`config.mk`:
```
export PLATFORM = sky130hd
export DESIGN_NAME = bdal_cell
export DESIGN_NICKNAME = d
export VERILOG_FILES = /design/src/rtl/bdal_pkg.sv /design/src/rtl/bdal_cell.sv
export SDC_FILE = /design/constraint.sdc
export NUM_CORES = 1
export LEC_CHECK = 0
export BUFFER_PORTS_ARGS = -buffer_cell sky130_fd_sc_hd__buf_2
export CORE_ASPECT_RATIO = 0.5
export CORE_MARGIN = 2
export CORE_UTILIZATION = 50
export DETAILED_ROUTE_END_ITERATION = 16
export HOLD_SLACK_MARGIN = 0.08
export PLACE_DENSITY = 0.81
export SETUP_SLACK_MARGIN = 0.4
export SYNTH_ARGS = -nofsm -noshare
export SYNTH_HDL_FRONTEND = slang
export SYNTH_SLANG_ARGS = --single-unit
export TNS_END_PERCENT = 100
```
`constraint.sdc`:
```
create_clock -name clk -period 3.1 [get_ports clk]
set_input_delay 0.31 -clock clk [delete_from_list [all_inputs] [get_ports clk]]
set_output_delay 0.31 -clock clk [all_outputs]
set_load 0.02 [all_outputs]
```
`src/rtl/bdal_pkg.sv`:
```
// Shared constants, codes and types of the buffer directory allocate/lookup unit.
package bdal_pkg;

    localparam int ENTRIES  = 32;
    localparam int DISK_SIZE = 8192;
    localparam int AGE_BITS = 16;

    localparam int IDX_W   = $clog2(ENTRIES);
    localparam int TAG_W   = 16;
    localparam int OP_W    = 2;
    localparam int STS_W   = 2;
    localparam int EIDX_W  = 5;

    localparam logic [TAG_W:0]    DISK_LIMIT = (TAG_W + 1)'(DISK_SIZE);
    localparam logic [AGE_BITS-1:0] AGE_MAX  = '1;

    // Operation codes
    localparam logic [OP_W-1:0] OP_ALLOC  = 2'd0;
    localparam logic [OP_W-1:0] OP_LOOKUP = 2'd1;
    localparam logic [OP_W-1:0] OP_DIRTY  = 2'd2;
    localparam logic [OP_W-1:0] OP_TICK   = 2'd3;

    // Status codes
    localparam logic [STS_W-1:0] STS_OK        = 2'd0;
    localparam logic [STS_W-1:0] STS_OUTOFBOUND = 2'd1;
    localparam logic [STS_W-1:0] STS_NOTINBUF  = 2'd2;

    // Search word that walks the cell chain, one cell per cycle.
    typedef struct packed {
        logic                valid;
        logic [TAG_W-1:0]    key;
        logic                free_found;
        logic [IDX_W-1:0]    free_idx;
        logic                match_found;
        logic [IDX_W-1:0]    match_idx;
        logic                best_set;
        logic [AGE_BITS-1:0] best_age;
        logic [IDX_W-1:0]    best_idx;
        logic                best_dirty;
        logic [TAG_W-1:0]    best_tag;
    } scan_t;

    // Update broadcast to every cell.
    typedef struct packed {
        logic             install;
        logic             set_dirty;
        logic             tick;
        logic [IDX_W-1:0] target;
        logic [TAG_W-1:0] tag;
    } cmd_t;

endpackage

```
`src/rtl/bdal_cell.sv`:
```
// One directory entry: holds its flags, tag and age, and advances the search word.
module bdal_cell
    import bdal_pkg::*;
(
    input  logic             clk,
    input  logic             rst_n,
    input  logic [IDX_W-1:0] my_idx,
    input  scan_t            scan_in,
    input  cmd_t             cmd,
    output scan_t            scan_out
);

    logic                occupied_reg, occupied_next;
    logic                dirty_reg, dirty_next;
    logic [TAG_W-1:0]    tag_reg, tag_next;
    logic [AGE_BITS-1:0] age_reg, age_next;
    scan_t               scan_reg, scan_next;
    logic                hit_target;

    assign hit_target = (cmd.target == my_idx);

    // Entry update: tick, install, mark dirty
    always_comb
    begin
        occupied_next = occupied_reg;
        dirty_next    = dirty_reg;
        tag_next      = tag_reg;
        age_next      = age_reg;
        if (cmd.tick && occupied_reg && (age_reg != AGE_MAX))
        begin
            age_next = age_reg + AGE_BITS'(1);
        end
        if (cmd.install && hit_target)
        begin
            occupied_next = 1'b1;
            dirty_next    = 1'b0;
            tag_next      = cmd.tag;
            age_next      = '0;
        end
        if (cmd.set_dirty && hit_target)
        begin
            dirty_next = 1'b1;
        end
    end

    // Search step: first free, first match, oldest (first on ties)
    always_comb
    begin
        scan_next = scan_in;
        if (!scan_in.free_found && !occupied_reg)
        begin
            scan_next.free_found = 1'b1;
            scan_next.free_idx   = my_idx;
        end
        if (!scan_in.match_found && occupied_reg && (tag_reg == scan_in.key))
        begin
            scan_next.match_found = 1'b1;
            scan_next.match_idx   = my_idx;
        end
        if (!scan_in.best_set || (age_reg > scan_in.best_age))
        begin
            scan_next.best_set   = 1'b1;
            scan_next.best_age   = age_reg;
            scan_next.best_idx   = my_idx;
            scan_next.best_dirty = dirty_reg;
            scan_next.best_tag   = tag_reg;
        end
    end

    always_ff @(posedge clk or negedge rst_n)
    begin
        if (!rst_n)
        begin
            occupied_reg <= 1'b0;
            dirty_reg    <= 1'b0;
            tag_reg      <= '1;
            age_reg      <= '0;
            scan_reg     <= '0;
        end
        else
        begin
            occupied_reg <= occupied_next;
            dirty_reg    <= dirty_next;
            tag_reg      <= tag_next;
            age_reg      <= age_next;
            scan_reg     <= scan_next;
        end
    end

    assign scan_out = scan_reg;

endmodule

```
== Yosys cells after proc, flatten, opt, wreduce, memory -nomap -nowiden ==
Cells that the tools add are included.

* Output and inout port bits: 68
* Memories kept: 0
* Bits in latches: 0
* Register bits after elaboration: 102
* Input port bits: 99
* Memory bits (writable): 0
* ROM bits: 0

* Shift-type cells: 0
* Order comparisons: 1
* Add/subtract/negate cells: 1
* Multiply operators: 0
* Divide/modulo/power cells: 0
* Mux-type cells: 7
* Reduce and logical (&&, ||, !) cells: 14
* Equal/unequal tests: 3
* Bitwise operators: 0

{| class="wikitable"
|+ Operators by type and width
! cell !! count
|-
| $mux 39 || 1
|-
| $mux 16 || 2
|-
| $add 16x1->16 const B || 1
|-
| $eq 16x16->1 || 1
|-
| $gt 16x16->1 || 1
|-
| $ne 16x16->1 const B || 1
|-
| $mux 6 || 2
|-
| $logic_and 1x1->1 || 7
|-
| $eq 5x5->1 || 1
|-
| $logic_not 1->1 || 4
|-
| $reduce_bool 2->1 || 2
|-
| $mux 1 || 2
|-
| $logic_or 1x1->1 || 1
|}

== Longest topological paths before layout ==
Gate-level depths: netlist (run 1).

* Depth in word-level cells: 4
* Gate-level depth with buffers: 9

== Worst setup path before layout (run 1) ==
OpenSTA, ideal clock, no wires.

* Path kind: register -> register
* Start point: register age_reg[15]
* End point: register scan_reg (netlist bit scan_out[18])
* Data arrival time: 2.071 ns
* Buffers on the path: 2
* Cell stages (with the launch flop): 9
* Slack: 0.904 ns
* Cell sequence: dfrtp_1 ha_1 nand4_2 nor4_2 o21ai_1 a31oi_2 buf_6 buf_12 mux2_4

{| class="wikitable"
|+ RTL lines
! element !! RTL line !! text
|-
| from (decl) || bdal_cell.sv:16 || <nowiki>logic [AGE_BITS-1:0] age_reg, age_next;</nowiki>
|-
| from (signal assigned) || bdal_cell.sv:85 || <nowiki>age_reg <= age_next;</nowiki>
|-
| to (signal assigned) || bdal_cell.sv:86 || <nowiki>scan_reg <= scan_next;</nowiki>
|-
| to (decl) || bdal_cell.sv:17 || <nowiki>scan_t scan_reg, scan_next;</nowiki>
|}

==> flow_metrics.env, run 1 <==
export IMPL_fin_area_sq_mm=0.00588
export IMPL_routed_top_layer="met4"
export IMPL_dpl_hpwl_um=7310
export IMPL_layout_common_cells="165 x buf_2, 86 x dfrtp_1, 42 x mux2_2"
export IMPL_rrSetupSlack_ps=620
export IMPL_setup_viol=0
export IMPL_grtUsageTotal_pct=20.4
export IMPL_min_period_ps=2480
export IMPL_powerDensity_mw_per_mm2=629
export IMPL_ir_worst_vdd_mv=0.344
export IMPL_syn_avg_cell_area_sq_um=13.4
export IMPL_yosysSeqAreaShare_pct=56.1
export IMPL_syn_num_nets=457
export IMPL_clock_path_buffers=2
export IMPL_die_area_sq_mm=0.00999
export IMPL_grt_pass1_wl_um=15800
export IMPL_timing_rr_end="scan_out[3]$_DFF_PN0_"
export IMPL_wirelength_um=9890
export IMPL_synthesis_area_sq_mm=0.00458
export IMPL_maxCapViolCount=0
export IMPL_cts_sinks=102
export IMPL_outcome="complete, no violations"
export IMPL_p_comb_share_pct=21.8
export IMPL_clock_latency_ps=340
export IMPL_postSynthCellCount=341
export IMPL_largest_reg_flops=68
export IMPL_synth_edf_count=0
export IMPL_critPathCapture="scan_out[3]$_DFF_PN0_"
export IMPL_synth_top_flop_cell="dfrtp_1"
export IMPL_drt_initial_drc_count=113
export IMPL_clkTransAtPathRegs_ps=70
export IMPL_route_detailed_drc=0
export IMPL_place_congestion=0.832
export IMPL_worst_clock_skew_ps=6.74
export IMPL_hold_viol=0
export IMPL_route_met3_wl_um=499
export IMPL_ctsRootBufferMaster="clkbuf_16"
export IMPL_synthArstFlopShare_pct=100
export IMPL_synth_seq_cells=102
export IMPL_start_util_pct=52.1
export IMPL_worstMarginPinSlew_ps=786
export IMPL_ant_nets=0
export IMPL_die_w_um=139
export IMPL_fill_cells=693
export IMPL_arrival_ps=2700
export IMPL_place_area_sq_mm=0.00552
export IMPL_grt_start_max_net_pins=61
export IMPL_fin_util_pct=66.8
export IMPL_dr_wl_met2_um=5150
export IMPL_p_sw_share_pct=29.0
export IMPL_firstDrtPassIters=4
export IMPL_portBuffers=166
export IMPL_routedWlPerCell_um=15.5
export IMPL_fin_crit_sh_pct=80.0
export IMPL_cts_made_buffers=9
export IMPL_max_freq_ghz=0.403
export IMPL_fin_cells=639
export IMPL_critical_path_class="reg -> reg"
export IMPL_vias_per_cell=4.96
export IMPL_slew_headroom_pct=47.6
export IMPL_tns_ps=0
export IMPL_first_global_vias=3249
export IMPL_cp_data_required_time_ps=3320
export IMPL_wl_met1_um=4100
export IMPL_insertedDiodeCount=0
export IMPL_hold_class="in -> reg"
export IMPL_pwr_share_clk_pct=30.9
export IMPL_power_mw=3.69
export IMPL_dp_cells=618
export IMPL_cts_tree="yes"
export IMPL_fin_nets=633
export IMPL_seqPwrFrac_pct=47.3
export IMPL_slew_viol_final=0
export IMPL_fp_row_count=24
export IMPL_reg2reg_depth=7
export IMPL_holdWs_ps=98.3
export IMPL_crit_fanout=28
export IMPL_ys_warn_count=0
export IMPL_final_common_cell="buf_2"
export IMPL_internal_power_mw=2.62
export IMPL_antenna_found_initial=0
export IMPL_p_leak_nw=2.99
export IMPL_critPathLaunch="age_reg[15]$_DFFE_PN0P_"
export IMPL_cts_max_level=3
export IMPL_post_place_ws_ps=530
export IMPL_cp_end_kind="register"
export IMPL_syn2layout_area_growth_pct=28.2
export IMPL_drive_above_1_share_pct=51.3
export IMPL_timing_final_ws_setup_ps=620
export IMPL_vias=3172
export IMPL_synth_cell_type_count=39
export IMPL_netSwitchingPower_mw=1.07
export IMPL_overflow=0
export IMPL_core_area_sq_mm=0.00880
export IMPL_timing_rr_start="age_reg[15]$_DFFE_PN0P_"
export IMPL_cp_start_kind="register"
export IMPL_ios=167
export IMPL_rsz0062_at_grt="false"
export IMPL_dieHeight_um=71.7
## repair_timing
action / 4_1_cts / 5_1_grt
gates resized for setup: 0 / 1
setup buffers: 0 / 0
hold buffers: 4 / 1
endpoints found under the setup margin: 0 / 27
endpoints found under the hold margin: 22 / 1
## power by group through the flow
stage	sequential [mW]	clock (mW)	combinational (mW)
after CTS	1.75	1.18	0.814
after global placement	1.77	0	0.782
after detailed placement	1.78	0	0.804
final	1.75	1.14	0.805
after floorplan	1.88	0	0.390
after global routing	1.78	1.22	0.886
## cell families after synthesis
logic type / Yosys count / share of synthesized area, %
fa+ha+maj: 17 / 4.64
xor+xnor: 34 / 6.50
mux: 65 / 17.6
buf+inv: 29 / 3.49
other cells: 1 / 0.0818
simple gates: 69 / 8.05
flops: 102 / 56.1
compound gates: 24 / 3.52
## cells in the mapped netlist (2+ instances only)
cell       instances  area share [%]
and4_1             5            0.96
o21ai_0            2            0.22
dfrtp_1           86              47
a311oi_1           2            0.38
dfstp_2           16             9.2
nor4_1             4            0.55
a21oi_1           10             1.1
nor3_1             6            0.66
clkbuf_1           3            0.25
o2111ai_1          3            0.57
mux2_1             2            0.49
buf_12             2            0.87
nor2_1            17             1.4
mux2_2            42              10
buf_4              2            0.33
ha_1              17             4.6
xnor2_1           13             2.5
and3_1             3            0.41
nand3_1            4            0.44
and2_1             3            0.41
mux2_4            20             6.6
buf_2              3            0.33
nand4_1            6            0.82
a21o_1             2            0.33
xor2_1            21             4.0
nand2b_1           4            0.55
inv_1             18             1.5
nand2_1           14             1.1
## final cells by class
| type | instances | area [sq um] | area share [%] |
|---|---|---|---|
| Clock buffer | 9 | 225 | 3.83 |
| Sequential cell | 102 | 2570 | 43.8 |
| Clock inverter | 7 | 81.3 | 1.38 |
| Multi-Input combinational cell | 210 | 1860 | 31.6 |
| Timing Repair Buffer | 176 | 925 | 15.7 |
| Inverter | 18 | 67.6 | 1.15 |
| Tap cell | 117 | 146 | 2.49 |
## metal layers
layer | up-vias | track usage (%)
met4 | 0 | 6.96
met3 | 14 | 7.15
met1 | 1541 | 24.2
li1 | 1541 | -
met2 | 76 | 35.2
met5 | - | 0
## worst max-delay path, stage by stage, from the launching register on
cell     delay, ps
dfrtp_1        430
ha_1           350
nand4_2        160
nor4_2         330
o21ai_1        160
a31oi_4        200
buf_6          330
mux2_2         380
## how the worst min path moves through the flow
stage / cells after the start / to / slack, ps / from
2_1_floorplan: 0 / age_reg[0]$_DFFE_PN0P_ / 10 / rst_n
3_3_place_gp: 1 / scan_out[38]$_DFF_PN0_ / 420 / rst_n
6_report: 1 / scan_out[65]$_DFF_PN0_ / 100 / scan_in[65]
3_5_place_dp: 1 / scan_out[67]$_DFF_PN0_ / 420 / scan_in[67]
5_1_grt: 1 / scan_out[54]$_DFF_PN0_ / 80 / scan_in[54]
4_1_cts: 1 / scan_out[62]$_DFF_PN0_ / 80 / scan_in[62]
Note: power is estimated with default switching activity, not from simulation.
==> inputs of run 2 (changes only) <==
--- a/config.mk
+++ b/config.mk
@@ -5,13 +5,14 @@
 export SDC_FILE = /design/constraint.sdc
 export NUM_CORES = 1
 export LEC_CHECK = 0
+export ABC_AREA = 1
 export BUFFER_PORTS_ARGS = -buffer_cell sky130_fd_sc_hd__buf_2
 export CORE_ASPECT_RATIO = 0.5
 export CORE_MARGIN = 2
 export CORE_UTILIZATION = 50
 export DETAILED_ROUTE_END_ITERATION = 16
 export HOLD_SLACK_MARGIN = 0.08
-export PLACE_DENSITY = 0.81
+export PLACE_DENSITY = 0.8
 export SETUP_SLACK_MARGIN = 0.4
 export SYNTH_ARGS = -nofsm -noshare
 export SYNTH_HDL_FRONTEND = slang
==> constraint.sdc (replaced) <==
create_clock -name clk -period 2.5 [get_ports clk]
set_input_delay 0.25 -clock clk [delete_from_list [all_inputs] [get_ports clk]]
set_output_delay 0.25 -clock clk [all_outputs]
set_load 0.02 [all_outputs]
==> flow_metrics.env, run 2 <==
export IMPL_outcome="complete, no violations"
export IMPL_max_stage_delay_ps=460
export IMPL_critical_path_class="reg -> reg"
export IMPL_max_freq_ghz=0.524
export IMPL_crit_chain="ha_1 > nand2_1 > inv_1 > nand2_1 > nand2_1 > nand2_1 > nand2_1 > nand2_1 > nand2_1 > nand2_1 > clkbuf_8 > nand3_1 > nand2_1"
export IMPL_synth_edf_count=0
export IMPL_slew_viol_final=0
export IMPL_portBuffers=166
export IMPL_grt_start_max_net_pins=50
export IMPL_ant_nets=0
export IMPL_cts_made_buffers=9
export IMPL_cp_data_required_time_ps=2780
export IMPL_synth_seq_cells=102
export IMPL_slew_headroom_pct=56.8
export IMPL_yosysSeqAreaShare_pct=52.7
export IMPL_synth_most_common_cell="nand2_1"
export IMPL_insertedDiodeCount=0
export IMPL_syn_num_nets=672
export IMPL_wirelength_um=12400
export IMPL_grt_pass1_wl_um=19500
export IMPL_fin_nets=856
export IMPL_core_area_sq_mm=0.00948
export IMPL_rsz0062_at_grt="false"
export IMPL_first_global_vias=4170
export IMPL_synth_top_area_share_pct=44.1
export IMPL_fin_crit_sh_pct=76.3
export IMPL_layout_common_cells="189 x nand2_1, 165 x buf_2, 86 x dfrtp_1"
export IMPL_final_common_cell="nand2_1"
export IMPL_cp_start_kind="register"
export IMPL_ir_worst_vdd_mv=0.342
export IMPL_ys_warn_count=0
export IMPL_antenna_found_initial=0
export IMPL_grtUsageTotal_pct=24.0
export IMPL_p_leak_nw=3.44
export IMPL_cts_sinks=102
export IMPL_timing_rr_start="age_reg[3]$_DFFE_PN0P_"
export IMPL_min_period_ps=1910
export IMPL_min_from="cmd[0]"
export IMPL_clkTransAtPathRegs_ps=70
export IMPL_powerDensity_mw_per_mm2=725
export IMPL_route_detailed_drc=0
export IMPL_die_area_sq_mm=0.0106
export IMPL_setup_viol=0
export IMPL_worstMarginPinSlew_ps=648
export IMPL_synth_top_flop_cell="dfrtp_1"
export IMPL_syn_avg_cell_area_sq_um=8.78
export IMPL_ios=167
export IMPL_maxCapViolCount=0
export IMPL_synth_cell_type_count=33
export IMPL_largest_reg_flops=68
export IMPL_die_w_um=144
export IMPL_place_congestion=0.882
export IMPL_drive_above_1_share_pct=31.1
export IMPL_hold_viol=0
export IMPL_routedWlPerCell_um=14.1
export IMPL_cpMostUsedCell="nand2_1"
export IMPL_synthTopCellsByCount="189 x nand2_1, 86 x dfrtp_1, 70 x nand3_1"
export IMPL_firstDrtPassIters=4
export IMPL_critPathSlowestCell="dfrtp_1"
export IMPL_cts_tree="yes"
export IMPL_rrSetupSlack_ps=590
export IMPL_synthArstFlopShare_pct=100
export IMPL_ctsRootBufferMaster="clkbuf_16"
export IMPL_synthTopCellsByArea="dfrtp_1 44%, nand2_1 15%, dfstp_2 8.6%"
export IMPL_dpl_hpwl_um=9010
export IMPL_drt_initial_drc_count=174
export IMPL_vias_per_cell=5.00
export IMPL_cts_max_level=3
export IMPL_dieHeight_um=73.9
export IMPL_start_util_pct=51.5
export IMPL_arrival_ps=2190
export IMPL_crit_fanout=38
export IMPL_clock_latency_ps=350
export IMPL_synthesis_area_sq_mm=0.00488
export IMPL_postSynthCellCount=556
export IMPL_tns_ps=0
export IMPL_syn2layout_area_growth_pct=29.5
export IMPL_hold_class="in -> reg"
export IMPL_clock_path_buffers=2
export IMPL_worst_clock_skew_ps=5.71
export IMPL_synth_top_cell_by_area="dfrtp_1"
export IMPL_fin_util_pct=66.7
export IMPL_critPathLaunch="age_reg[3]$_DFFE_PN0P_"
export IMPL_post_cts_buffers=0
export IMPL_vias=4399
export IMPL_overflow=0
export IMPL_fp_row_count=25
export IMPL_cp_end_kind="register"
## run 2: changes by cell type after synthesis, moves of 5 or more
cell     before  now
nand3_1       4   70
nand4_1       6   12
buf_2         3    9
nand2_1      14  189
mux2_4       20    0
nor2_1       17   26
and4_1        5    0
mux2_2       42    4
xnor2_1      13    8
xor2_1       21   13
o21ai_1       1    8
inv_1        18   44
## run 2: kinds of logic (layout without fill, tap and decap cells)
family / after synthesis / in the layout / share of synthesized area (%)
compound gates: 25 / 25 / 2.95
xor+xnor: 21 / 21 / 3.77
fa+ha+maj: 17 / 17 / 4.36
buf+inv: 68 / 257 / 6.36
flops: 102 / 102 / 52.7
mux: 4 / 4 / 0.923
other cells: 1 / 1 / 0.0768
simple gates: 318 / 318 / 28.8
## run 2: what timing repair did
item                       in CTS  in global routing
hold buffers                   18                  0
hold endpoints to repair       63                  0
gates resized for setup         0                  3
setup endpoints to repair       0                 38
## run 2: final timing paths
path	to	depth (start not counted)
worst max-delay path	scan_out[18]$_DFF_PN0_	13
worst min-delay path	tag_reg[0]$_DFFE_PN1P_	3
worst max register to register	scan_out[18]$_DFF_PN0_	13
worst min register to register	dirty_reg$_DFFE_PN0P_	2
max in group asynchronous	tag_reg[2]$_DFFE_PN1P_	3
min in group asynchronous	age_reg[8]$_DFFE_PN0P_	2
## run 2: final cells by class
class                           instances  area [sq um]
Tap cell                              135           169
Timing Repair Buffer                  193          1100
Inverter                               48           185
Fill cell                             791          3160
Clock inverter                          6          51.3
Clock buffer                           10           239
Sequential cell                       102          2570
Multi-Input combinational cell        386          2000
## run 2: layer usage
layer,up-vias,GRT usage (%),wire [um]
met4,0,7.30,221
met1,2136,30.1,5370
met3,20,5.67,584
met5,-,0,0
met2,98,42.0,6240
li1,2145,-,-
## run 2: per-stage QoR
stage	total power, mW	cells	setup WS, ps	area (sq um)	hold slack [ps]
2_1_floorplan	2.82	556	756	4880	-45.6
6_report	4.58	880	593	6320	88.4
5_1_grt	4.85	880	380	6320	85.9
4_1_cts	4.61	880	514	6310	84.4
3_3_place_gp	3.19	846	562	5840	316
3_5_place_dp	3.23	846	542	5840	321
## run 2: critical path: cells and delay by family, from the launching register on
kind / cells / cell delay, ps
simple gates: 10 / 710
flops: 1 / 460
buf+inv: 2 / 340
fa+ha+maj: 1 / 330
## run 2: where the power goes
group          internal (mW)  switching, mW  total (mW)
Sequential              1.97          0.175        2.14
Clock                  0.720          0.635        1.35
Combinational          0.425          0.656        1.08
==> inputs of run 3 (changes only) <==
--- a/config.mk
+++ b/config.mk
@@ -9,10 +9,10 @@
 export BUFFER_PORTS_ARGS = -buffer_cell sky130_fd_sc_hd__buf_2
 export CORE_ASPECT_RATIO = 0.5
 export CORE_MARGIN = 2
-export CORE_UTILIZATION = 50
+export CORE_UTILIZATION = 46
 export DETAILED_ROUTE_END_ITERATION = 16
 export HOLD_SLACK_MARGIN = 0.08
-export PLACE_DENSITY = 0.8
+export PLACE_DENSITY = 0.77
 export SETUP_SLACK_MARGIN = 0.4
 export SYNTH_ARGS = -nofsm -noshare
 export SYNTH_HDL_FRONTEND = slang
==> constraint.sdc (replaced) <==
create_clock -name clk -period 1.6 [get_ports clk]
set_input_delay 0.16 -clock clk [delete_from_list [all_inputs] [get_ports clk]]
set_output_delay 0.16 -clock clk [all_outputs]
set_load 0.02 [all_outputs]
==> flow_metrics.env, run 3 (synthesis results as in run 2) <==
export IMPL_hold_class="in -> reg"
export IMPL_grt_start_max_net_pins=42
export IMPL_clkTransAtPathRegs_ps=70
export IMPL_rsz0062_at_grt="true"
export IMPL_insertedDiodeCount=0
export IMPL_antenna_found_initial=0
export IMPL_layout_common_cells="165 x buf_2, 155 x nand2_1, 85 x dfrtp_1"
export IMPL_fp_row_count=26
export IMPL_vias_per_cell=5.32
export IMPL_dieHeight_um=76.8
export IMPL_largest_reg_flops=68
export IMPL_power_mw=8.38
export IMPL_ant_nets=0
export IMPL_reg2reg_depth=16
export IMPL_ir_worst_vdd_mv=0.573
export IMPL_fin_nets=963
export IMPL_met1_usage_pct=31.0
export IMPL_violations="negative setup slack"
export IMPL_hold_viol=0
export IMPL_syn2layout_area_growth_pct=59.8
export IMPL_ctsRootBufferMaster="clkbuf_16"
export IMPL_gr_usage_met3_pct=5.54
export IMPL_final_common_cell="buf_2"
export IMPL_clock_path_buffers=2
export IMPL_overflow=0
export IMPL_ios=167
export IMPL_route_detailed_drc=0
export IMPL_hold_depth=3
export IMPL_crit_fanout=6
export IMPL_place_congestion=0.924
export IMPL_grtUsageTotal_pct=26.8
export IMPL_min_period_ps=1950
export IMPL_setup_viol=54
export IMPL_arrival_ps=2180
export IMPL_wirelength_um=17500
export IMPL_slew_viol_final=0
export IMPL_routedWlPerCell_um=17.7
export IMPL_critical_path_class="reg -> reg"
export IMPL_cts_max_level=3
export IMPL_first_global_vias=5056
export IMPL_vias=5279
export IMPL_timing_final_ws_setup_ps=-353
export IMPL_drt_initial_drc_count=470
export IMPL_clock_latency_ps=350
export IMPL_maxCapViolCount=0
export IMPL_cp_end_kind="register"
export IMPL_die_area_sq_mm=0.0115
export IMPL_outcome="finished with violations"
export IMPL_grt_pass1_wl_um=23900
export IMPL_fin_area_sq_mm=0.00780
export IMPL_cts_tree="yes"
export IMPL_grt_busiest_layer="met2"
export IMPL_cts_sinks=102
export IMPL_met2_usage_pct=47.6
export IMPL_p_leak_nw=4.00
export IMPL_portBuffers=166
export IMPL_place_area_sq_mm=0.00609
export IMPL_holdWs_ps=80.5
export IMPL_fin_crit_sh_pct=122
export IMPL_slew_headroom_pct=65.7
export IMPL_powerDensity_mw_per_mm2=1080
export IMPL_drive_above_1_share_pct=40.3
export IMPL_die_w_um=150
export IMPL_worstMarginPinSlew_ps=515
export IMPL_cts_made_buffers=9
export IMPL_start_util_pct=47.6
export IMPL_dpl_hpwl_um=9650
export IMPL_firstDrtPassIters=6
export IMPL_cp_data_required_time_ps=1830
export IMPL_worst_clock_skew_ps=11.3
export IMPL_core_area_sq_mm=0.0102
export IMPL_max_freq_ghz=0.512
export IMPL_cp_start_kind="register"
export IMPL_post_place_ws_ps=-190
[run 3: cell count changes in the layout (fill, tap and decap cells not counted), sizes merged]
cell / before / now
dlygate4sd3: 18 / 80
buf: 174 / 218
inv: 52 / 48
clkbuf: 11 / 14
bufinv: 0 / 2
clkinv: 2 / 1
clkinvlp: 0 / 1
[run 3: timing repair]
action | in CTS | in global routing
endpoints found under the setup margin | 64 | 76
endpoints found under the hold margin | 147 | 1
pin swaps | 4 | 22
cloned | 0 | 3
gates resized for setup | 30 | 62
setup buffers | 5 | 11
hold buffers | 79 | 1
[run 3: area by class of cell]
class	instances	area, sq um
Sequential cell	102	2570
Fill cell	602	2450
Multi-Input combinational cell	386	2350
Timing Repair Buffer	300	2170
Clock buffer	12	256
Inverter	48	198
Tap cell	140	175
Clock inverter	4	76.3
[run 3: per-stage QoR]
step / setup TNS (ps) / std cells / util, %
after CTS: -5890 / 977 / 72.2
final: -14420 / 992 / 76.1
after floorplan: -2070 / 556 / -
after global placement: -6160 / 877 / 59.4
after detailed placement: -8070 / 877 / 59.4
after global routing: -19110 / 992 / 76.1
[run 3: path summary, 6_finish.rpt]
kind	startpoint	end	slack, ps
min in group asynchronous	rst_n	scan_out[36]$_DFF_PN0_	260
worst min register to register	tag_reg[8]$_DFFE_PN1P_	tag_reg[8]$_DFFE_PN1P_	490
worst max register to register	age_reg[0]$_DFFE_PN0P_	scan_out[35]$_DFF_PN0_	-350
worst max-delay path	age_reg[0]$_DFFE_PN0P_	scan_out[35]$_DFF_PN0_	-350
max in group asynchronous	rst_n	tag_reg[9]$_DFFE_PN1P_	800
worst min-delay path	scan_in[7]	scan_out[7]$_DFF_PN0_	80
[run 3: per-layer routing]
layer	wire [um]	vias to the layer above
li1	-	2356
met1	6620	2512
met2	8790	313
met3	1160	98
met4	955	0
met5	0	-
[run 3: critical path: stages, from the launching register on]
cell,delay (ps)
dfrtp_2,430
inv_1,90
ha_1,180
inv_1,50
nand2_1,50
nand2_1,50
nand2_1,50
nand2_1,50
nand2_1,70
nand2_1,70
nand2_1,110
nand2_2,90
nand2_4,120
nand2_8,90
clkbuf_16,200
nand2_2,60
nand2_1,50
[run 3: where the power goes]
| part | leakage, nW | internal [mW] | total [mW] | switching [mW] |
|---|---|---|---|---|
| registers | 1.22 | 3.08 | 3.34 | 0.259 |
| logic | 2.62 | 1.16 | 2.62 | 1.46 |
| clock network | 0.159 | 1.46 | 2.43 | 0.964 |
| total | 4.00 | 5.70 | 8.38 | 2.68 |
